## src/rtl/core/mstk_pkg.sv

```systemverilog
// Shared types and constants for the maximum spanning tree unit.
package mstk_pkg;

   localparam int VERTEX_BITS = 6;
   localparam int VCOUNT_BITS = 7;
   localparam int RANK_BITS   = 3;
   localparam int QUEUE_DEPTH = 4;

   localparam logic [VCOUNT_BITS-1:0] VCOUNT_RESET = 7'd64;
   localparam logic [RANK_BITS-1:0]   RANK_ONE     = 3'd1;

   typedef enum logic [1:0] {
      F_LOAD,
      F_SCAN,
      F_PUSH
   } front_state_type;

   typedef enum logic [3:0] {
      B_IDLE,
      B_RDA,
      B_CHA,
      B_RDB,
      B_CHB,
      B_UN1,
      B_UN2,
      B_SEND,
      B_FIN
   } back_state_type;

endpackage

```

## src/rtl/core/mstk_ram.sv

```systemverilog
// Generic simple dual-port RAM with registered read data.
module mstk_ram #(
   parameter int WIDTH = 8,
   parameter int DEPTH = 16
) (
   input  logic                     clock,
   input  logic                     wr_en,
   input  logic [$clog2(DEPTH)-1:0] wr_addr,
   input  logic [WIDTH-1:0]         wr_data,
   input  logic [$clog2(DEPTH)-1:0] rd_addr,
   output logic [WIDTH-1:0]         rd_data
);

   logic [WIDTH-1:0] mem_ff [DEPTH];
   logic [WIDTH-1:0] rd_data_ff;

   always_ff @(posedge clock) begin
      if (wr_en) begin
         mem_ff[wr_addr] <= wr_data;
      end
      rd_data_ff <= mem_ff[rd_addr];
   end

   assign rd_data = rd_data_ff;

endmodule

```

## src/rtl/core/mstk_back.sv

```systemverilog
// Back part: union-find over ordered edges and output of the tree edges.
module mstk_back import mstk_pkg::*; #(
   parameter int MAX_VERTICES = 64,
   parameter int WEIGHT_BITS  = 16
) (
   input  logic                               clock,
   input  logic                               reset,
   input  logic                               q_valid,
   output logic                               q_ready,
   input  logic [2*VERTEX_BITS+WEIGHT_BITS:0] q_data,
   output logic                               rsp_tvalid,
   input  logic                               rsp_tready,
   output logic [VERTEX_BITS-1:0]             out_from,
   output logic [VERTEX_BITS-1:0]             out_to,
   output logic [WEIGHT_BITS-1:0]             out_weight,
   output logic                               out_ok,
   output logic                               out_last
);

   localparam int VW = $clog2(MAX_VERTICES);
   localparam int PW = VW + RANK_BITS;

   back_state_type state_ff, state_in;

   logic [VERTEX_BITS-1:0]  e_from_ff, e_to_ff;
   logic [WEIGHT_BITS-1:0]  e_w_ff;
   logic [VW-1:0]           cur_ff, cur_in;
   logic [VW-1:0]           root_a_ff, root_a_in, root_b_ff, root_b_in;
   logic [RANK_BITS-1:0]    rank_a_ff, rank_a_in, rank_b_ff, rank_b_in;
   logic [MAX_VERTICES-1:0] valid_ff;
   logic                    pend_valid_ff;
   logic [VERTEX_BITS-1:0]  pend_from_ff, pend_to_ff;
   logic [WEIGHT_BITS-1:0]  pend_w_ff;
   logic                    rsp_valid_ff, rsp_valid_in;
   logic [VERTEX_BITS-1:0]  rsp_from_ff, rsp_to_ff;
   logic [WEIGHT_BITS-1:0]  rsp_w_ff;
   logic                    rsp_ok_ff, rsp_last_ff;

   logic                    pop, q_end, slot_free, is_root;
   logic [PW-1:0]           rd_data, wr_data;
   logic [VW-1:0]           wr_addr, eff_parent;
   logic [RANK_BITS-1:0]    eff_rank;
   logic                    wr_en;

   assign q_ready   = state_ff == B_IDLE;
   assign pop       = q_valid && q_ready;
   assign q_end     = q_data[2*VERTEX_BITS+WEIGHT_BITS];
   assign slot_free = !rsp_valid_ff || rsp_tready;

   mstk_ram #(.WIDTH(PW), .DEPTH(MAX_VERTICES)) u_parent_ram (
      .clock   (clock),
      .wr_en   (wr_en),
      .wr_addr (wr_addr),
      .wr_data (wr_data),
      .rd_addr (cur_ff),
      .rd_data (rd_data)
   );

   // An entry not written since the run began is its own root with rank one.
   assign eff_parent = valid_ff[cur_ff] ? rd_data[VW-1:0] : cur_ff;
   assign eff_rank   = valid_ff[cur_ff] ? rd_data[PW-1:VW] : RANK_ONE;
   assign is_root    = eff_parent == cur_ff;

   always_comb begin
      state_in = state_ff;
      case (state_ff)
         B_IDLE: begin
            if (pop) begin
               state_in = q_end ? B_FIN : B_RDA;
            end
         end
         B_RDA: state_in = B_CHA;
         B_CHA: state_in = is_root ? B_RDB : B_RDA;
         B_RDB: state_in = B_CHB;
         B_CHB: begin
            if (!is_root) begin
               state_in = B_RDB;
            end else if (cur_ff == root_a_ff) begin
               state_in = B_IDLE;
            end else begin
               state_in = B_UN1;
            end
         end
         B_UN1: state_in = (rank_a_ff == rank_b_ff) ? B_UN2 : B_SEND;
         B_UN2: state_in = B_SEND;
         B_SEND: begin
            if (!pend_valid_ff || slot_free) begin
               state_in = B_IDLE;
            end
         end
         B_FIN: begin
            if (slot_free) begin
               state_in = B_IDLE;
            end
         end
         default: state_in = B_IDLE;
      endcase
   end

   always_comb begin
      cur_in    = cur_ff;
      root_a_in = root_a_ff;
      rank_a_in = rank_a_ff;
      root_b_in = root_b_ff;
      rank_b_in = rank_b_ff;
      wr_en     = 1'b0;
      wr_addr   = root_b_ff;
      wr_data   = {rank_b_ff, root_a_ff};
      case (state_ff)
         B_IDLE: begin
            cur_in = q_data[VW-1:0];
         end
         B_CHA: begin
            if (is_root) begin
               root_a_in = cur_ff;
               rank_a_in = eff_rank;
               cur_in    = e_to_ff[VW-1:0];
            end else begin
               cur_in = eff_parent;
            end
         end
         B_CHB: begin
            if (is_root) begin
               root_b_in = cur_ff;
               rank_b_in = eff_rank;
            end else begin
               cur_in = eff_parent;
            end
         end
         B_UN1: begin
            wr_en = 1'b1;
            if (rank_a_ff < rank_b_ff) begin
               wr_addr = root_a_ff;
               wr_data = {rank_a_ff, root_b_ff};
            end
         end
         B_UN2: begin
            wr_en   = 1'b1;
            wr_addr = root_a_ff;
            wr_data = {rank_a_ff + 1'b1, root_a_ff};
         end
         default: begin
         end
      endcase
   end

   always_comb begin
      rsp_valid_in = rsp_valid_ff && !rsp_tready;
      if (state_ff == B_SEND && pend_valid_ff && slot_free) begin
         rsp_valid_in = 1'b1;
      end
      if (state_ff == B_FIN && slot_free) begin
         rsp_valid_in = 1'b1;
      end
   end

   always_ff @(posedge clock) begin
      if (reset) begin
         state_ff      <= B_IDLE;
         valid_ff      <= '0;
         pend_valid_ff <= 1'b0;
         rsp_valid_ff  <= 1'b0;
      end else begin
         state_ff     <= state_in;
         rsp_valid_ff <= rsp_valid_in;
         if (wr_en) begin
            valid_ff[wr_addr] <= 1'b1;
         end
         if (state_ff == B_SEND && !pend_valid_ff) begin
            pend_valid_ff <= 1'b1;
         end
         if (state_ff == B_FIN && slot_free) begin
            pend_valid_ff <= 1'b0;
            valid_ff      <= '0;
         end
      end
   end

   always_ff @(posedge clock) begin
      cur_ff    <= cur_in;
      root_a_ff <= root_a_in;
      rank_a_ff <= rank_a_in;
      root_b_ff <= root_b_in;
      rank_b_ff <= rank_b_in;
      if (pop) begin
         e_from_ff <= q_data[VERTEX_BITS-1:0];
         e_to_ff   <= q_data[2*VERTEX_BITS-1:VERTEX_BITS];
         e_w_ff    <= q_data[2*VERTEX_BITS+WEIGHT_BITS-1:2*VERTEX_BITS];
      end
      if (state_ff == B_SEND && (!pend_valid_ff || slot_free)) begin
         pend_from_ff <= e_from_ff;
         pend_to_ff   <= e_to_ff;
         pend_w_ff    <= e_w_ff;
      end
      // A held edge goes out only once it is known whether another follows.
      if (state_ff == B_SEND && pend_valid_ff && slot_free) begin
         rsp_from_ff <= pend_from_ff;
         rsp_to_ff   <= pend_to_ff;
         rsp_w_ff    <= pend_w_ff;
         rsp_ok_ff   <= 1'b1;
         rsp_last_ff <= 1'b0;
      end
      if (state_ff == B_FIN && slot_free) begin
         rsp_from_ff <= pend_valid_ff ? pend_from_ff : '0;
         rsp_to_ff   <= pend_valid_ff ? pend_to_ff : '0;
         rsp_w_ff    <= pend_valid_ff ? pend_w_ff : '0;
         rsp_ok_ff   <= pend_valid_ff;
         rsp_last_ff <= 1'b1;
      end
   end

   assign rsp_tvalid = rsp_valid_ff;
   assign out_from   = rsp_from_ff;
   assign out_to     = rsp_to_ff;
   assign out_weight = rsp_w_ff;
   assign out_ok     = rsp_ok_ff;
   assign out_last   = rsp_last_ff;

endmodule

```

## config.mk

```make
export PLATFORM = sky130hd
export DESIGN_NAME = mstk_back
export DESIGN_NICKNAME = d
export VERILOG_FILES = /design/src/rtl/core/mstk_pkg.sv /design/src/rtl/core/mstk_ram.sv /design/src/rtl/core/mstk_back.sv
export SDC_FILE = /design/constraint.sdc
export NUM_CORES = 1
export LEC_CHECK = 0
export ABC_AREA = 1
export CAP_MARGIN = 30
export CORE_ASPECT_RATIO = 0.6
export CORE_MARGIN = 2
export CORE_UTILIZATION = 28
export CTS_CLUSTER_SIZE = 24
export DETAILED_ROUTE_END_ITERATION = 12
export DONT_BUFFER_PORTS = 1
export PLACE_DENSITY = 0.52
export SYNTH_ARGS = -nofsm -noshare
export SYNTH_HDL_FRONTEND = slang
export SYNTH_SLANG_ARGS = --single-unit
```

## constraint.sdc

```tcl
create_clock -name clock -period 8.5 [get_ports clock]
set_input_delay 1.7 -clock clock [delete_from_list [all_inputs] [get_ports clock]]
set_output_delay 1.7 -clock clock [all_outputs]
set_load 0.01 [all_outputs]
```

After elaboration in Yosys (flattened, before gate mapping)
Memories as Yosys holds them, arrays and structs flattened. A register that Yosys moved wholly into a read port is not among the register bits.
Index checks and enable logic that the tools add are counted.

operators by class
  order comparisons = 4
  mux-type cells = 38
  equality and inequality tests = 15
  reduce and logical (&&, ||, !) cells = 22
  bitwise operators = 1
  add/sub/neg operators = 1

operator list
  operator              count
  $or A64 B64 Y64       1
  $mux W6               10
  $mux W16              3
  $pmux W4 S9           1
  $pmux W6 S3           1
  $pmux W9 S2           1
  $eq A4 B3 Y1 const B  4
  $mux W4               4
  $lt A6 B7 Y1 const B  2
  $eq A6 B6 Y1          2
  $pmux W6 S2           1
  $mux W1               10
  $mux W3               3
  $mux W9               1
  $eq A4 B2 Y1 const B  2
  $logic_and A1 B1 Y1   8
  $bmux W1 S6           1
  $demux W1 S6          1
  $ge A6 B1 Y1 const B  1
  $ne A2 B2 Y1 const B  3
  $reduce_and A2 Y1     3
  $eq A4 B1 Y1 const B  1
  $eq A4 B4 Y1 const B  1
  $logic_not A4 Y1      1
  11 further kinds      15

word-level totals
  flip-flop bits (word level) = 180
  memories kept = 1
  RAM bits = 576

memories
  name                 words  width  read ports  clocked after Yosys merged registers in  write ports  RTL line        source
  u_parent_ram.mem_ff  64     9      1           1                                        1            mstk_ram.sv:14  logic [WIDTH-1:0] mem_ff [DEPTH];

Longest topological paths before layout
  depth after elaboration = 8
  depth in mapped cells = 21

Cells and area by module
Synthesis repeated with hierarchy kept, for this count alone.

second synthesis, totals
  cells, all modules = 2817
  area total of the unflattened synthesis = 31382.6 µm²

by module, submodules not included
  module     area each (µm²)  cells an instance  seq. area each (µm²)  instances
  mstk_ram   23799.1          2016               17476.8               1
  mstk_back  7583.5           801                4694.5                1

Least setup slack after synthesis
No wires, ideal clock.

  kind = flip-flop to flip-flop
  start point = register rank_a_ff[2]
  end point = memory u_parent_ram.mem_ff[0][0] (netlist name) (data pin)
  cell stages (with the launch flop) = 9
  required time = 7.798 ns
  library setup time = 0.702 ns
  slack = 3.908 ns
  data arrival time = 3.890 ns
  buffers on the path = 0
  cells stage by stage = edfxtp_1 > ha_1 > a21oi_1 > inv_1 > a31oi_1 > inv_1 > nor2_1 > inv_1 > o21ai_0

on the way
  cells in the longest elaborated chain, start to end = 3

RTL lines
  element                      RTL line          source
  start, declared              mstk_back.sv:29   logic [RANK_BITS-1:0] rank_a_ff, rank_a_in, rank_b_ff, rank_b_in;
  start signal, assigned       mstk_back.sv:182  rank_a_ff <= rank_a_in;
  $lt A3 B3 Y1                 mstk_back.sv:132  if (rank_a_ff < rank_b_ff) begin
  $mux W9                      mstk_back.sv:132
  $pmux W9 S2                  mstk_back.sv:109  case (state_ff)
  via u_parent_ram.wr_data[0]  mstk_ram.sv:9     input logic [WIDTH-1:0] wr_data,
  end, declared                mstk_ram.sv:14

The timed path passes the listed nets, and every way through them passes these cells.

Final worst setup path
  start point = register cur_ff[0]
  end point = register cur_ff[1], enable pin

on the way
  cells in the longest elaborated chain, start to end = 6

RTL lines
  element                               RTL line          source
  start, declared                       mstk_back.sv:27   logic [VW-1:0] cur_ff, cur_in;
  start signal, assigned                mstk_back.sv:180  cur_ff <= cur_in;
  $bmux W1 S6                           mstk_back.sv:60   assign eff_parent = valid_ff[cur_ff] ? rd_data[VW-1:0] : cur_ff;
  $mux W1 (implied by the code)         mstk_back.sv:60
  $mux W6                               mstk_back.sv:60
  $eq A6 B6 Y1 *                        mstk_back.sv:62   assign is_root = eff_parent == cur_ff;
  $ne A2 B2 Y1 (no source line) *       --
  $reduce_and A2 Y1 (no source line) *  --

Mark *: on every way between the ends. The rest lies on a longest branch, timed or not. The select of a mux whose other input is x is not followed.
A chain may end at the register's enable or synchronous reset.

==> impl_metrics.py <==
metrics = {
    "route": {
        "wire_per_inst_um": 21.1,
        "vias": 19642,
        "drc_errors": 0,
        "drtPass1Iterations": 6,
        "wl_mm": 84.5,
        "drt_iter0_drc": 2627,
        "drtAntennaViolNets": 0,
        "drt-vias-per-instance": 4.90,
    },
    "worst_setup_path": {
        "r2r_end": "cur_ff[1]",
        "crit_required_ps": 8770,
        "path_cells": "buf_4 -> buf_12 -> nand2_1 -> nand3_1 -> nand3_1 -> nand2_1 -> nand2_1 -> nand3_1 -> nand3_1 -> nand2_2 -> nand3_1 -> nand2_1 -> inv_1 -> nand2_2 -> nor2_8 -> inv_2 -> nor2_2 -> a21oi_1",
        "r2r_cells": 18,
        "max_stage_delay_ps": 690,
        "crit_arrival_ps": 4920,
        "cpMaxStageDelayCell": "buf_4",
        "worstPathMaxFanout": 196,
        "reg2reg_slack_ps": 3850,
        "critPathKind": "flip-flop to flip-flop",
        "start_kind": "flip-flop",
        "critPathMostFrequentCell": "nand3_1",
        "worstReg2RegStart": "cur_ff[0]",
        "end_kind": "flip-flop",
    },
    "global_routing": {
        "antenna_found_initial": 3,
        "grt_first_pass_wirelength_mm": 125,
        "use_met3": 0.0385,
        "grt_pass1_vias": 18264,
        "met2_usage": 0.188,
        "grt_max_degree": 197,
        "grt-busiest-layer": "met1",
        "grt_usage": 0.149,
        "use_met1": 0.247,
        "grt_overflow": 0,
    },
    "clock_tree": {
        "clock_latency_ps": 650,
        "cts_hold_buf": 0,
        "root_buffer": "clkbuf_16",
        "cts.reportedPaths.clkPinSlew_ps": 70,
        "numCtsBuffers": 68,
        "ctsLongestPathBuffers": 3,
        "htreeDepth": 3,
        "postCtsSetupRepairBufs": 0,
        "cts_tree": "done",
        "ctsResizeCount": 0,
        "cts.sink_count": 765,
    },
    "synthesis": {
        "syn-cell-area_um2": 30500,
        "synth-edff-count": 685,
        "synthesis.nets": 2584,
        "ys_seq_elements": 765,
        "synth.distinct_cells": 45,
        "ys_seq_area_frac": 0.728,
        "syn_inst": 2547,
        "syn_area_per_cell_um2": 12.0,
        "async_flop_share": 0,
        "ys.flop_type": "edfxtp_1",
        "yosysWarnings": 0,
    },
    "final_layout": {
        "antenna-diode-count": 0,
        "drive_gt1_frac": 0.0940,
        "syn_to_final_growth_pct": 13.0,
        "fin_area_um2": 34400,
        "final_cell_mix": "edfxtp_1, nor2_1, o21ai_0",
        "nFillCells": 10800,
        "final_common_cell": "edfxtp_1",
        "finish.net_count": 2568,
    },
    "floorplanning": {
        "coreArea_um2": 108000,
        "die-area_um2": 112000,
        "fp.dieW_um": 430,
        "ios": 65,
        "start_util": 0.283,
        "row_count": 93,
        "die-height_um": 259,
    },
    "worst_hold_path": {
        "hold_class": "flip-flop to flip-flop",
        "worstHoldEndpoint": "pend_w_ff[15]",
        "holdPathStages": 0,
        "hold_start": "e_w_ff[15]",
    },
    "placed_design": {
        "hpwlAfterDp_mm": 49.9,
        "dpl_cell_area_um2": 32200,
        "routabilityCongestion": 0.818,
        "io_buffers": 0,
    },
    "timing": {
        "fmax_mhz": 215,
        "min_period_over_period": 0.547,
        "setup_violations": 0,
        "relSlewSlack": 0.328,
        "worst-slew-pin-transition_ps": 1000,
        "final_hold_viol_count": 0,
        "skew_ps": 23.9,
        "min_period_ps": 4650,
        "maxSlewViolCount": 0,
        "setup_tns_ps": 0,
        "rsz0062_at_grt": "false",
    },
    "status": {
        "status": "finished clean",
    },
    "power_and_ir_drop": {
        "peakVddDrop_v": 0.000169,
        "p_leak_uw": 0.0112,
        "pwr_density_cell_nw_per_um2": 276,
    },
    "run": {
        "cap_violations": 0,
    },
}
==> metrics by stage <==
step	util	instances	total power, µW	hold slack [ps]	setup WS, ps
global route	0.320	4010	9890	426	3370
detailed placement	0.300	3885	6410	405	3850
global placement	0.297	3854	6410	401	3920
CTS	0.320	4009	9500	417	3850
floorplan	-	2547	5640	400	3910
finish	0.320	4010	9480	409	3850
==> state kept, by name, summed over array words and instances (netlist names), 9 cells and up <==
signal / flops
e_w_ff: 16
out_weight: 16
pend_w_ff: 16
u_parent_ram.mem_ff: 576
u_parent_ram.rd_data: 9
valid_ff: 64
==> critical path: cells and delay by family, from the launching register on <==
| family | cells | cell delay, ps |
|---|---|---|
| buf+inv | 4 | 1500 |
| simple gates | 13 | 1670 |
| compound gates | 1 | 490 |
| flops | 1 | 450 |
==> routing by layer <==
metal | up-vias | routed length [µm]
met2 | 789 | 32300
met5 | - | 0
li1 | 9041 | -
met3 | 88 | 8330
met4 | 0 | 1150
met1 | 9724 | 42800
==> cells by family (layout without fill, tap and decap cells) <==
kind of cell | count (synthesis) | in the layout | share of synthesized area
AOI/OAI and AO/OA | 612 | 612 | 0.113
buffers and inverters | 295 | 333 | 0.0396
adders and majority gates | 4 | 4 | 0.00164
and+or+nand+nor | 869 | 869 | 0.117
xor gates and xnor gates | 2 | 2 | 0.000575
DFF | 765 | 765 | 0.728
==> how the worst max path moves through the flow <==
stage	start	endpoint	slack [ps]	depth (start not counted)
global placement	cur_ff[0]	cur_ff[1]	3920	18
detailed placement	cur_ff[0]	cur_ff[3]	3850	18
floorplan	rank_a_ff[2]	u_parent_ram.mem_ff[0][0]	3910	8
finish	cur_ff[0]	cur_ff[1]	3850	18
global route	cur_ff[0]	cur_ff[1]	3370	18
CTS	cur_ff[0]	cur_ff[1]	3850	18
==> final cells by class <==
cell class	count	area [µm²]	area share
flip-flops and latches	765	22200	0.644
clock inverters	32	283	0.00822
multi-input cells	1487	7170	0.208
well taps	1425	1780	0.0518
inverters	145	564	0.0164
repair buffers	64	567	0.0165
clock buffers	92	1880	0.0545
==> power breakdown <==
| group | leakage [µW] | internal, µW | switching [µW] |
|---|---|---|---|
| clock | 0.00106 | 1680 | 1430 |
| combinational | 0.00336 | 529 | 1640 |
| sequential | 0.00683 | 4160 | 42.9 |
| total | 0.0112 | 6380 | 3110 |
==> synthesized netlist by cell type, types with 2 or more instances <==
cell type  number  share of area
o21ai_1         2        0.00033
nand2_1       167          0.021
buf_1           2        0.00025
a221oi_1        2        0.00058
buf_2          24         0.0039
inv_2          23         0.0028
or2_2           5         0.0010
a31oi_1         4        0.00082
o22ai_1       158          0.032
nand3_1        77          0.013
o21ai_0       379          0.062
o32ai_1         7         0.0020
o21bai_1        4        0.00099
inv_1         115          0.014
nor2_4          9         0.0033
a21oi_1        15         0.0025
o21ai_2         3        0.00086
nor2_8          2         0.0013
o221ai_1       18         0.0052
xor2_1          2        0.00058
clkbuf_1      116          0.014
o31ai_1         2        0.00049
nor2_1        584          0.072
dfxtp_1        80          0.053
nor3_2          2        0.00066
nand2_2         6         0.0012
clkinv_1        3        0.00037
buf_6           7         0.0026
ha_1            4         0.0016
nor2_2         13         0.0027
o211ai_1       12         0.0030
a21oi_2         2        0.00058
inv_6           2        0.00058
edfxtp_1      685           0.68
No activity file was read; power rests on OpenSTA's default activity.
