File: src/rtl/core/mstk_fifo.sv
// Short queue carrying ordered edges from the front part to the back part.
module mstk_fifo #(
   parameter int WIDTH = 8,
   parameter int DEPTH = 4
) (
   input  logic             clock,
   input  logic             reset,
   input  logic             push_valid,
   output logic             push_ready,
   input  logic [WIDTH-1:0] push_data,
   output logic             pop_valid,
   input  logic             pop_ready,
   output logic [WIDTH-1:0] pop_data
);

   localparam int PW = $clog2(DEPTH);

   logic [WIDTH-1:0] slot_ff [DEPTH];
   logic [PW-1:0]    wr_ptr_ff, wr_ptr_in;
   logic [PW-1:0]    rd_ptr_ff, rd_ptr_in;
   logic [PW:0]      count_ff, count_in;
   logic             do_push, do_pop;

   assign push_ready = count_ff != (PW+1)'(DEPTH);
   assign pop_valid  = count_ff != '0;
   assign pop_data   = slot_ff[rd_ptr_ff];
   assign do_push    = push_valid && push_ready;
   assign do_pop     = pop_valid && pop_ready;

   always_comb begin
      wr_ptr_in = wr_ptr_ff;
      rd_ptr_in = rd_ptr_ff;
      count_in  = count_ff;
      if (do_push) begin
         wr_ptr_in = (wr_ptr_ff == PW'(DEPTH - 1)) ? '0 : wr_ptr_ff + 1'b1;
      end
      if (do_pop) begin
         rd_ptr_in = (rd_ptr_ff == PW'(DEPTH - 1)) ? '0 : rd_ptr_ff + 1'b1;
      end
      if (do_push && !do_pop) begin
         count_in = count_ff + 1'b1;
      end else if (do_pop && !do_push) begin
         count_in = count_ff - 1'b1;
      end
   end

   always_ff @(posedge clock) begin
      if (reset) begin
         wr_ptr_ff <= '0;
         rd_ptr_ff <= '0;
         count_ff  <= '0;
      end else begin
         wr_ptr_ff <= wr_ptr_in;
         rd_ptr_ff <= rd_ptr_in;
         count_ff  <= count_in;
      end
   end

   always_ff @(posedge clock) begin
      if (do_push) begin
         slot_ff[wr_ptr_ff] <= push_data;
      end
   end

endmodule

File: config.mk
export PLATFORM = sky130hd
export DESIGN_NAME = mstk_fifo
export DESIGN_NICKNAME = d
export VERILOG_FILES = /design/src/rtl/core/mstk_fifo.sv
export SDC_FILE = /design/constraint.sdc
export NUM_CORES = 1
export LEC_CHECK = 0
export BUFFER_PORTS_ARGS = -buffer_cell sky130_fd_sc_hd__buf_2
export CORE_AREA = 2 2 67 69
export CTS_CLUSTER_SIZE = 24
export DETAILED_ROUTE_END_ITERATION = 16
export DIE_AREA = 0 0 69 71
export GPL_TIMING_DRIVEN = 0
export HOLD_SLACK_MARGIN = 0.15
export SLEW_MARGIN = 20
export SYNTH_ARGS = -nofsm -noshare
export SYNTH_HDL_FRONTEND = slang
export SYNTH_SLANG_ARGS = --single-unit
File: constraint.sdc
create_clock -name clock -period 2.7 [get_ports clock]
set_clock_uncertainty 0.05 [all_clocks]
set_input_delay 0.405 -clock clock [delete_from_list [all_inputs] [get_ports clock]]
set_output_delay 0.405 -clock clock [all_outputs]
set_load 0.01 [all_outputs]
# Yosys cells after proc, flatten, opt, wreduce, memory -nomap -nowiden
# Memories as Yosys holds them, arrays and structs flattened. A register that Yosys moved wholly into a read port is not among the register bits.
# Cells that the tools add are included.
# word_totals
in_bits	12
reg_bits	7
out_inout_bits	10
elab_cells	27
mem_bits_rw	32
mem_count	1
# memory_table
name	words	word_bits	rd	rd_clocked_by_memory_dff	write_ports	line_no	rtl
slot_ff	4	8	1	1	1	18	logic [WIDTH-1:0] slot_ff [DEPTH];
# op_classes
reduce_logical	8
muxes	8
addsub	4
eq_ne	3
# op_table
operator	count
$mux W2	4
$mux W3	2
$add A2 B1 Y2 const B	2
$eq A2 B2 Y1 const B	2
$logic_and A1 B1 Y1	4
$add A3 B1 Y3 const B	1
$ne A3 B3 Y1 const B	1
$reduce_bool A3 Y1	1
$sub A3 B1 Y3 const B	1
$logic_not A1 Y1	2
$mux W1	2
$reduce_bool A2 Y1	1

# Logic depth before layout (Yosys ltp)
# Gate-level depths: netlist of the first run.
# depth
depth_word	6
ltp_mapped	9
mapped_depth_nobuf	8

# Worst setup path after synthesis of the first run
# Ideal clock, no wire load.
# synth_timing
path_kind	flip-flop to flip-flop
from	register count_ff[0]
to	register count_ff[2]
period_less_slack_ns	2.221
t_arrival_ns	2.101
t_required_ns	2.580
path_stages_with_launch	10
n_path_buf	1
path_slack_ns	0.479
setup_ns	0.070
path_cell_list	dfxtp_1 > or3b_1 > clkbuf_2 > and2_4 > ha_1 > inv_1 > fa_1 > xor2_1 > or3_2 > a21oi_1
# synth_via
elab_chain_len	5
elab_cells_between_ends	13
classes_between	add/sub (2); eq/ne (1); mux (2); reduce/logical (8)
# synth_lines
element	line_no	rtl
start, declared	21	logic [PW:0] count_ff, count_in;
start signal, assigned	55	count_ff <= count_in;
$ne A3 B3 Y1 (*)	24	assign push_ready = count_ff != (PW+1)'(DEPTH);
net push_ready	9	output logic push_ready,
$logic_and A1 B1 Y1 (*)	27	assign do_push = push_valid && push_ready;
net do_push	22	logic do_push, do_pop;
$logic_not A1 Y1	42	end else if (do_pop && !do_push) begin
$logic_and A1 B1 Y1	42	
$reduce_bool A2 Y1 (no line)	n/a	
# Mark *: on every way through the listed nets, which the timed path passes. The rest lies on a longest branch. The select of a mux whose other input is x is not followed.
# A chain may end at the register's enable or synchronous reset.

# Worst setup path in the final report of the first run
# layout_timing
from	register count_ff[0]
to	register count_ff[2]
# layout_via
elab_chain_len	5
elab_cells_between_ends	13
classes_between	add/sub (2); eq/ne (1); mux (2); reduce/logical (8)
# layout_lines
element	line_no
$ne A3 B3 Y1 (*)	24
$logic_and A1 B1 Y1 (*)	27
net do_push	22
$logic_not A1 Y1	42
$logic_and A1 B1 Y1	42
$reduce_bool A2 Y1 (no line)	n/a
# Marked as above.

==> metrics.cfg, run 1 <==
[outcome]
status = finished, final reports clean

[logic_synthesis]
synth_area_leaders = edfxtp_1 59%, dfxtp_1 11%, mux4_2 11%
synth_top_family_by_area = multiplexers
synth_nets = 109
synthAdderAreaFrac = 0.0582
synthXorXnorAreaFrac = 0.0107
synth_area_per_cell_um2 = 18.2
synthesis.area_um2 = 1630
synth.area.mux_share = 0.129
synth_cells = 90
synth-simple-area-share = 0.0651
seq_area_frac_synth = 0.698
synth_compound_area_frac = 0.0214
yosysTopAreaCellShare = 0.588
yosys.area.top_type = edfxtp_1
synth-seq-cells = 41
ys_warn_count = 0
ys_types = 26

[worst_setup_path]
reg2reg_depth = 9
worstPathMaxFanout = 7
cp_top_family = simple AND/OR/NAND/NOR gates
critPathArrivalTime_ns = 2.55
cp-start-kind = flip-flop
rrSetupSlack_ns = 0.31
crit_path_max_incr_delay_ns = 0.44
cp.depth = 9
cpMaxStageDelayCell = dfxtp_1
critPathCaptureType = flip-flop
crit_type = flip-flop to flip-flop
required_ns = 2.87
crit_buf_inv = 2
path_cells = or3b_1, clkbuf_2, and2_4, ha_1, inv_1, fa_1, xor2_1, or3_2, a21oi_1

[power_and_ir_drop]
vdd_ir_drop_max_v = 0.000444
netSwitchingPower_mw = 0.476
combinationalPowerShare = 0.285
p_clk_frac = 0.220
p_int_mw = 1.20
p_total_mw = 1.67
p_leak_nw = 0.690
switching_share = 0.285
pwr-share-seq = 0.496
powerDensity_nw_per_um2 = 888

[drt]
drtIter0Drc = 33
wl_met1_um = 1080
dr.pass1.iters = 4
ant_nets = 0
routedWlPerCell_um = 15.2
routed_wl_um = 2580
routed_via_density = 4.92
met3WireLength_um = 173
route.met2.wl_um = 1280
vias = 837
drc_errors = 0
dr.max_layer_used = met4

[clock_tree]
root_buffer = clkbuf_8
htreeDepth = 2
cts_buffer_depth = 2
clkLatencyLatePin_ns = 0.29
clkTransAtPathRegs_ns = 0.07
clock_sinks = 41
cts_buffers = 5
cts_tree = yes

[layout]
layout-drive-gt1-share = 0.373
diodes = 0
mostFrequentLayoutCells = 32 x edfxtp_1, 21 x buf_2, 9 x dfxtp_1
syn_to_final_growth_pct = 15.3
layout_commonest_cell = edfxtp_1
final_nets = 136

[floorplanning]
dieArea_um2 = 4900
die_x_um = 69
core_area_um2 = 4200
pin_count = 22
initial_core_util = 0.389
num_rows = 24
die_h_um = 71

[min_path]
min_path_type = primary input to flip-flop
hold_depth = 1

[timing]
period_needed_ns = 2.39
setup_viol = 0
period_share = 0.883
tightest_slew_ns = 0.546
maxSlewViolCount = 0
rsz0062_at_grt = no
setup_tns_ns = 0
slew_headroom = 0.636
finalHoldViolCount = 0
fmax_ghz = 0.419

[grt]
grt_start_max_net_pins = 12
antenna_found_initial = 0
grt_pass1_vias = 852
grt_use_total = 0.115
overflow = 0
grt_pass1_wl_um = 4080

[placed_design]
dp_hpwl_um = 1770
io_buffers = 20
finalWeightedCongestion = 0.739

[job]
maxCapViolCount = 0

-- cell usage after synthesis (all sizes together) --
library cell,n
edfxtp,32
dfxtp,9
mux4,8
ha,6
and3,4
inv,3
mux2i,3
nor2,3
or3,3
a21oi,2
buf,2
clkbuf,2
nand2b,2
o31ai,2
xor2,2
and2,1
fa,1
nand2,1
nand3,1
nor3,1
o21ai,1
or3b,1
-- final timing paths --
| kind | start | end |
|---|---|---|
| hold reg to reg | rd_ptr_ff[0]$_SDFFE_PP0P_ | rd_ptr_ff[0]$_SDFFE_PP0P_ |
| setup reg to reg | count_ff[0]$_SDFFE_PP0P_ | count_ff[2]$_SDFFE_PP0P_ |
| hold / removal | push_data[3] | slot_ff[2][3]$_DFFE_PP_ |
| setup / recovery | count_ff[0]$_SDFFE_PP0P_ | count_ff[2]$_SDFFE_PP0P_ |
-- kinds of logic (layout without fill, tap and decap cells) --
kind of cell	count (synthesis)	count (layout)
compound gates	5	5
buf+inv	7	35
flops	41	41
mux	11	11
fa+ha+maj	7	7
simple gates	17	17
xor+xnor	2	2
-- flip-flops by register name (all words and copies together), names as in the netlist, named ones only --
signal / count
count_ff: 3
rd_ptr_ff: 2
slot_ff: 32
wr_ptr_ff: 2
-- metrics by stage --
step	instances	cell area [um^2]	setup WS, ns	hold slack [ns]	util
2_1_floorplan	90	1630	0.479	0.413	-
3_3_place_gp	162	1800	0.314	0.434	0.428
5_1_grt	170	1880	0.147	0.278	0.448
6_report	170	1880	0.315	0.279	0.448
4_1_cts	170	1880	0.225	0.268	0.447
3_5_place_dp	162	1800	0.262	0.442	0.428
-- power groups by stage --
| stage | clock network, mW | logic [mW] | registers (mW) |
|---|---|---|---|
| finish | 0.367 | 0.476 | 0.829 |
| global placement | 0 | 0.470 | 0.833 |
| CTS | 0.381 | 0.485 | 0.825 |
| floorplan | 0 | 0.347 | 0.826 |
| global route | 0.413 | 0.530 | 0.836 |
| detailed placement | 0 | 0.476 | 0.839 |
-- metal layers --
layer  GRT usage  up-vias
met5           0        -
met4      0.0458        0
met3      0.0556        5
met2       0.191       25
met1       0.127      408
li1            -      399
-- area by class of cell --
| class | count | area [um^2] |
|---|---|---|
| fillers | 382 | 2320 |
| flip-flops and latches | 41 | 1140 |
| multi-input cells | 42 | 469 |
| repair buffers | 20 | 100 |
| clock buffers | 8 | 80.1 |
| well taps | 52 | 65.1 |
| plain buffers | 4 | 17.5 |
| inverters | 3 | 11.3 |
-- what timing repair did --
| item | in CTS | in global routing |
|---|---|---|
| hold buffers | 0 | 0 |
| gates resized for setup | 0 | 1 |
| buffers inserted | 0 | 0 |
| endpoints found under the setup margin | 0 | 1 |
Power figures use the tool's default switching activity.
==> inputs of run 2 (changes only) <==
Settings changed: REMOVE_ABC_BUFFERS from default to 1.
==> metrics.cfg, run 2 (same netlist as run 1, synthesis figures left out) <==
[timing]
worst_hold_slack_ns = 0.283  ; was 0.279 ns
setup_tns_ns = 0  ; unchanged
worst_slack_ns = 0.198  ; was 0.315 ns
tightest_slew_ns = 0.614  ; was 0.546 ns
fmax_ghz = 0.400  ; was 0.419 GHz
finalHoldViolCount = 0  ; unchanged
setup_viol = 0  ; unchanged
rsz0062_at_grt = no  ; unchanged
period_needed_ns = 2.50  ; was 2.39 ns
period_share = 0.927  ; was 0.883
maxSlewViolCount = 0  ; unchanged
slew_headroom = 0.587  ; was 0.636

[grt]
grt_use_total = 0.124  ; was 0.115
grt_start_max_net_pins = 14  ; was 12
grt_pass1_wl_um = 4570  ; was 4080 um
grt_pass1_vias = 947  ; was 852
overflow = 0  ; unchanged
antenna_found_initial = 0  ; unchanged

[power_and_ir_drop]
powerDensity_nw_per_um2 = 969  ; was 888 nW/um^2
p_leak_nw = 0.712  ; was 0.690 nW
vdd_ir_drop_max_v = 0.000476  ; was 0.000444 V

[clock_tree]
cts-hold-fix-buffers = 0  ; unchanged
clkLatencyLatePin_ns = 0.29  ; about the same
ctsResizeCount = 0  ; unchanged
clock_sinks = 41  ; unchanged
cts_setup_buffers = 0  ; unchanged
cts_buffers = 5  ; unchanged
cts_buffer_depth = 2  ; unchanged
cts_tree = yes  ; unchanged
htreeDepth = 2  ; unchanged
clkTransAtPathRegs_ns = 0.08  ; was 0.07 ns
root_buffer = clkbuf_8  ; unchanged

[drt]
ant_nets = 0  ; unchanged
met3WireLength_um = 145  ; was 173 um
routed_via_density = 5.06  ; was 4.92
routed_wl_um = 2680  ; was 2580 um
route.met2.wl_um = 1430  ; was 1280 um
routedWlPerCell_um = 16.0  ; was 15.2 um
drc_errors = 0  ; unchanged
vias = 845  ; was 837
dr.pass1.iters = 4  ; unchanged
drtIter0Drc = 56  ; was 33
dr.max_layer_used = met4  ; unchanged
wl_met1_um = 1070  ; was 1080 um

[min_path]
hold_depth = 1  ; unchanged
min_path_type = primary input to flip-flop  ; unchanged

[placed_design]
pre_cts_slack_ns = 0.202  ; was 0.262 ns
dp_hpwl_um = 1950  ; was 1770 um
placed_area_um2 = 1790  ; was 1800 um^2
finalWeightedCongestion = 0.660  ; was 0.739
io_buffers = 21  ; was 20

[job]
maxCapViolCount = 0  ; unchanged

[worst_setup_path]
critPathArrivalTime_ns = 2.67  ; was 2.55 ns
worstPathMaxFanout = 5  ; was 7
critPathCaptureType = flip-flop  ; unchanged
reg2reg_depth = 7  ; was 9
rrSetupSlack_ns = 0.20  ; was 0.31 ns
required_ns = 2.87  ; about the same
cp-start-kind = flip-flop  ; unchanged
crit_type = flip-flop to flip-flop  ; unchanged

[floorplanning]
dieArea_um2 = 4900  ; unchanged
core_area_um2 = 4200  ; unchanged
die_x_um = 69  ; unchanged
die_h_um = 71  ; unchanged
pin_count = 22  ; unchanged
num_rows = 24  ; unchanged
initial_core_util = 0.389  ; unchanged

[layout]
diodes = 0  ; unchanged
syn_to_final_growth_pct = 17.5  ; was 15.3%
largest_register_ff_count = 32  ; unchanged
reg_top3 = slot_ff x32, count_ff x3  ; unchanged
layout_commonest_cell = edfxtp_1  ; unchanged
postLayoutCellArea_um2 = 1920  ; was 1880 um^2
final_nets = 133  ; was 136
final_util = 0.457  ; was 0.448
mostFrequentLayoutCells = 32 x edfxtp_1, 21 x buf_2, 9 x dfxtp_1  ; unchanged
layout-drive-gt1-share = 0.391  ; was 0.373
top_register = slot_ff  ; unchanged

[outcome]
status = finished, final reports clean  ; unchanged

## run 2: where the power goes
part	internal [mW]	switching (mW)	leakage, nW
Clock	0.367	0.200	0.0681
Sequential	0.776	0.0787	0.367
Combinational	0.226	0.214	0.276
## run 2: cell type report
type	count	area (um^2)
Clock buffer	5	68.8
Clock inverter	3	65.1
Fill cell	381	2280
Inverter	3	11.3
Multi-Input combinational cell	42	464
Sequential cell	41	1140
Tap cell	52	65.1
Timing Repair Buffer	21	105
## run 2: stage by stage
stage / std cells / power (mW)
after floorplan: 86 / 1.16
after global placement: 159 / 1.29
after CTS: 167 / 1.89
final: 167 / 1.86
after detailed placement: 159 / 1.32
after global routing: 167 / 1.96
## run 2: final timing paths
path                                   from                   endpoint
setup / recovery   count_ff[1]$_SDFFE_PP0P_   count_ff[2]$_SDFFE_PP0P_
hold / removal                 push_data[2]    slot_ff[1][2]$_DFFE_PP_
setup reg to reg   count_ff[1]$_SDFFE_PP0P_   count_ff[2]$_SDFFE_PP0P_
hold reg to reg   rd_ptr_ff[0]$_SDFFE_PP0P_  rd_ptr_ff[0]$_SDFFE_PP0P_
## run 2: routing by layer
layer / GRT usage / vias to the layer above
met5: 0 / -
met4: 0.0523 / 0
met3: 0.0499 / 4
met2: 0.215 / 21
met1: 0.136 / 427
li1: - / 393
## run 2: critical path, stage by stage (launching register included)
cell and delay (ns):
dfxtp_1 0.36, o31ai_1 0.58, ha_1 0.30, inv_1 0.06, fa_1 0.37, xor2_1 0.16, or3_2 0.41, a21oi_1 0.15
==> inputs of run 3 (changes only) <==
Settings changed: ABC_AREA from default to 1, CORE_AREA 2 2 67 69 to 2 2 69 71, DIE_AREA 0 0 69 71 to 0 0 71 73, HOLD_SLACK_MARGIN 0.15 to 0.12.
==> metrics.cfg, run 3 <==
[drt]
routedWlPerCell_um = 14.1  ; was 16.0 um
drtIter0Drc = 89  ; was 56
routed_via_density = 4.87  ; was 5.06
routed_wl_um = 3180  ; was 2680 um
drc_errors = 0  ; unchanged
ant_nets = 0  ; unchanged
dr.pass1.iters = 4  ; unchanged
vias = 1100  ; was 845

[clock_tree]
clock_sinks = 41  ; unchanged
cts_setup_buffers = 0  ; unchanged
cts_buffers = 5  ; unchanged
ctsResizeCount = 0  ; unchanged
cts_buffer_depth = 2  ; unchanged
cts_tree = yes  ; unchanged
cts-hold-fix-buffers = 0  ; unchanged
clkTransAtPathRegs_ns = 0.07  ; was 0.08 ns
root_buffer = clkbuf_8  ; unchanged
htreeDepth = 2  ; unchanged
clkLatencyLatePin_ns = 0.28  ; was 0.29 ns

[timing]
rsz0062_at_grt = no  ; unchanged
setup_viol = 0  ; unchanged
fmax_ghz = 0.449  ; was 0.400 GHz
setup_tns_ns = 0  ; unchanged
period_share = 0.824  ; was 0.927
period_needed_ns = 2.23  ; was 2.50 ns
slew_headroom = 0.447  ; was 0.587
maxSlewViolCount = 0  ; unchanged
finalHoldViolCount = 0  ; unchanged
tightest_slew_ns = 0.826  ; was 0.614 ns

[worst_setup_path]
critPathArrivalTime_ns = 1.77  ; was 2.67 ns
cp-start-kind = flip-flop  ; unchanged
crit_type = flip-flop to output pin  ; was flip-flop to flip-flop
reg2reg_depth = 9  ; was 7
required_ns = 2.25  ; was 2.87 ns
worstPathMaxFanout = 17  ; was 5
cp_top_family = flip-flops  ; was compound AO/OA/AOI/OAI gates
crit_buf_inv = 2  ; was 1
cpMaxStageDelayCell = dfxtp_1  ; was o31ai_1
critPathCaptureType = output pin  ; was flip-flop
crit_path_max_incr_delay_ns = 0.73  ; was 0.58 ns
rrSetupSlack_ns = 0.79  ; was 0.20 ns
reg2reg_from = count_ff[1]$_SDFFE_PP0P_  ; unchanged
r2r-end = count_ff[1]$_SDFFE_PP0P_  ; was count_ff[2]$_SDFFE_PP0P_
path_cells = inv_2, o21ai_0, o22ai_1, buf_2  ; was o31ai_1, ha_1, inv_1, fa_1, xor2_1, or3_2, a21oi_1
cp.depth = 4  ; was 7

[logic_synthesis]
async_reset_ff_frac = 0  ; unchanged
seq_area_frac_synth = 0.673  ; was 0.698
synth_cells = 145  ; was 90
synthesis.area_um2 = 1700  ; was 1630 um^2
ys_types = 20  ; was 26
ys_warn_count = 0  ; unchanged
synth_area_per_cell_um2 = 11.7  ; was 18.2 um^2
synth_edf_count = 32  ; unchanged
synth_area_leaders = edfxtp_1 57%, dfxtp_1 11%, nor2_1 7.1%  ; was edfxtp_1 59%, dfxtp_1 11%, mux4_2 11%
synth-seq-cells = 41  ; unchanged
yosys.area.top_type = edfxtp_1  ; unchanged
synth-main-ff-cell = edfxtp_1  ; unchanged
yosysTopAreaCellShare = 0.566  ; was 0.588
synth_common_cells = 32 x edfxtp_1, 32 x nor2_1, 15 x inv_1  ; was 32 x edfxtp_1, 9 x dfxtp_1, 8 x mux4_2

[layout]
largest_register_ff_count = 32  ; unchanged
syn_to_final_growth_pct = 13.6  ; was 17.5%
mostFrequentLayoutCells = 32 x nor2_1, 32 x edfxtp_1, 21 x buf_2  ; was 32 x edfxtp_1, 21 x buf_2, 9 x dfxtp_1
reg_top3 = slot_ff x32, count_ff x3  ; unchanged
final_nets = 190  ; was 133
top_register = slot_ff  ; unchanged
layout-drive-gt1-share = 0.203  ; was 0.391
diodes = 0  ; unchanged
multiInputGateArea_um2 = 473  ; was 464 um^2
fill_cells = 437  ; was 381
regArea_um2 = 1140  ; unchanged

[placed_design]
finalWeightedCongestion = 0.757  ; was 0.660
dp_hpwl_um = 2210  ; was 1950 um
io_buffers = 21  ; unchanged

[power_and_ir_drop]
p_total_mw = 1.81  ; was 1.86 mW
p_leak_nw = 0.758  ; was 0.712 nW
powerDensity_nw_per_um2 = 937  ; was 969 nW/um^2
vdd_ir_drop_max_v = 0.000439  ; was 0.000476 V

[grt]
grt_use_total = 0.138  ; was 0.124
grt_pass1_wl_um = 5260  ; was 4570 um
grt_start_max_net_pins = 18  ; was 14
antenna_found_initial = 0  ; unchanged
overflow = 0  ; unchanged
grt_pass1_vias = 1182  ; was 947

[min_path]
hold_depth = 2  ; was 1
hold_path_end = count_ff[0]$_SDFFE_PP0P_  ; was slot_ff[1][2]$_DFFE_PP_
min-delay-start = reset  ; was push_data[2]
min_path_type = primary input to flip-flop  ; unchanged

[outcome]
status = finished, final reports clean  ; unchanged

[floorplanning]
dieArea_um2 = 5180  ; was 4900 um^2
core_area_um2 = 4540  ; was 4200 um^2
pin_count = 22  ; unchanged
die_h_um = 73  ; was 71 um
die_x_um = 71  ; was 69 um
num_rows = 25  ; was 24
initial_core_util = 0.374  ; was 0.389

[job]
maxCapViolCount = 0  ; unchanged

==> run 3: cell count changes in the layout (fill, tap and decap cells not counted), sizes merged, moves of 2 or more <==
cell | before | now
clkbuf | 5 | 7
or3 | 3 | 0
nand2b | 2 | 0
bufinv | 2 | 0
and3 | 4 | 0
mux4 | 8 | 0
mux2i | 3 | 0
nor2 | 3 | 33
nand3b | 0 | 2
nand2 | 1 | 14
o22ai | 0 | 8
o31ai | 2 | 0
o21ai | 1 | 17
inv | 3 | 16
==> run 3: layer usage <==
layer	track usage	part of all wire	up-vias
li1	-	-	546
met1	0.147	0.40	529
met2	0.264	0.55	23
met3	0.0456	0.040	2
met4	0.0314	0.0066	0
met5	0	0	-
==> run 3: worst max-delay path by stage <==
stage	endpoint	slack [ns]
after global placement	pop_data[4]	0.82
after detailed placement	pop_data[4]	0.75
after floorplan	count_ff[1]$_SDFFE_PP0P_	0.93
after global routing	pop_data[7]	0.28
final	pop_data[3]	0.47
after CTS	pop_data[4]	0.44
==> run 3: logic make-up (layout without fill, tap and decap cells) <==
family,Yosys count,in the layout,share of synthesized area
AO/OA/AOI/OAI,27,27,0.0922
flip-flops,41,41,0.673
adder cells (fa/ha/maj),7,7,0.0560
AND/OR/NAND/NOR,51,51,0.125
buffers and inverters,18,45,0.0487
XOR/XNOR,1,1,0.00516
==> run 3: worst reg2reg max path, stage by stage, from the launching register on <==
cell     delay (ns)
dfxtp_1        0.35
nor2_2         0.18
nand2_2        0.10
nand2_2        0.13
inv_1          0.07
ha_1           0.21
inv_1          0.08
fa_1           0.40
o21ai_0        0.18
nor2_1         0.06
==> run 3: metrics by stage <==
stage	setup WS, ns	cells	hold slack, ns	util	instance area, um^2
finish	0.474	226	0.230	0.425	1930
global placement	0.815	218	0.460	0.407	1850
detailed placement	0.754	218	0.487	0.407	1850
CTS	0.443	226	0.219	0.425	1930
global route	0.279	226	0.222	0.425	1930
floorplan	0.931	143	0.427	-	1670
==> run 3: area by class of cell <==
type                            instances  share of cell area
Sequential cell                        41               0.592
Clock inverter                          1             0.00260
Clock buffer                            7              0.0396
Tap cell                               54              0.0350
Multi-Input combinational cell         86               0.245
Inverter                               16              0.0311
Timing Repair Buffer                   21              0.0545
==> run 3: power by group <==
| group | switching [mW] | internal (mW) |
|---|---|---|
| sequential | 0.0882 | 0.783 |
| combinational | 0.345 | 0.213 |
| clock | 0.196 | 0.181 |
| total | 0.629 | 1.18 |
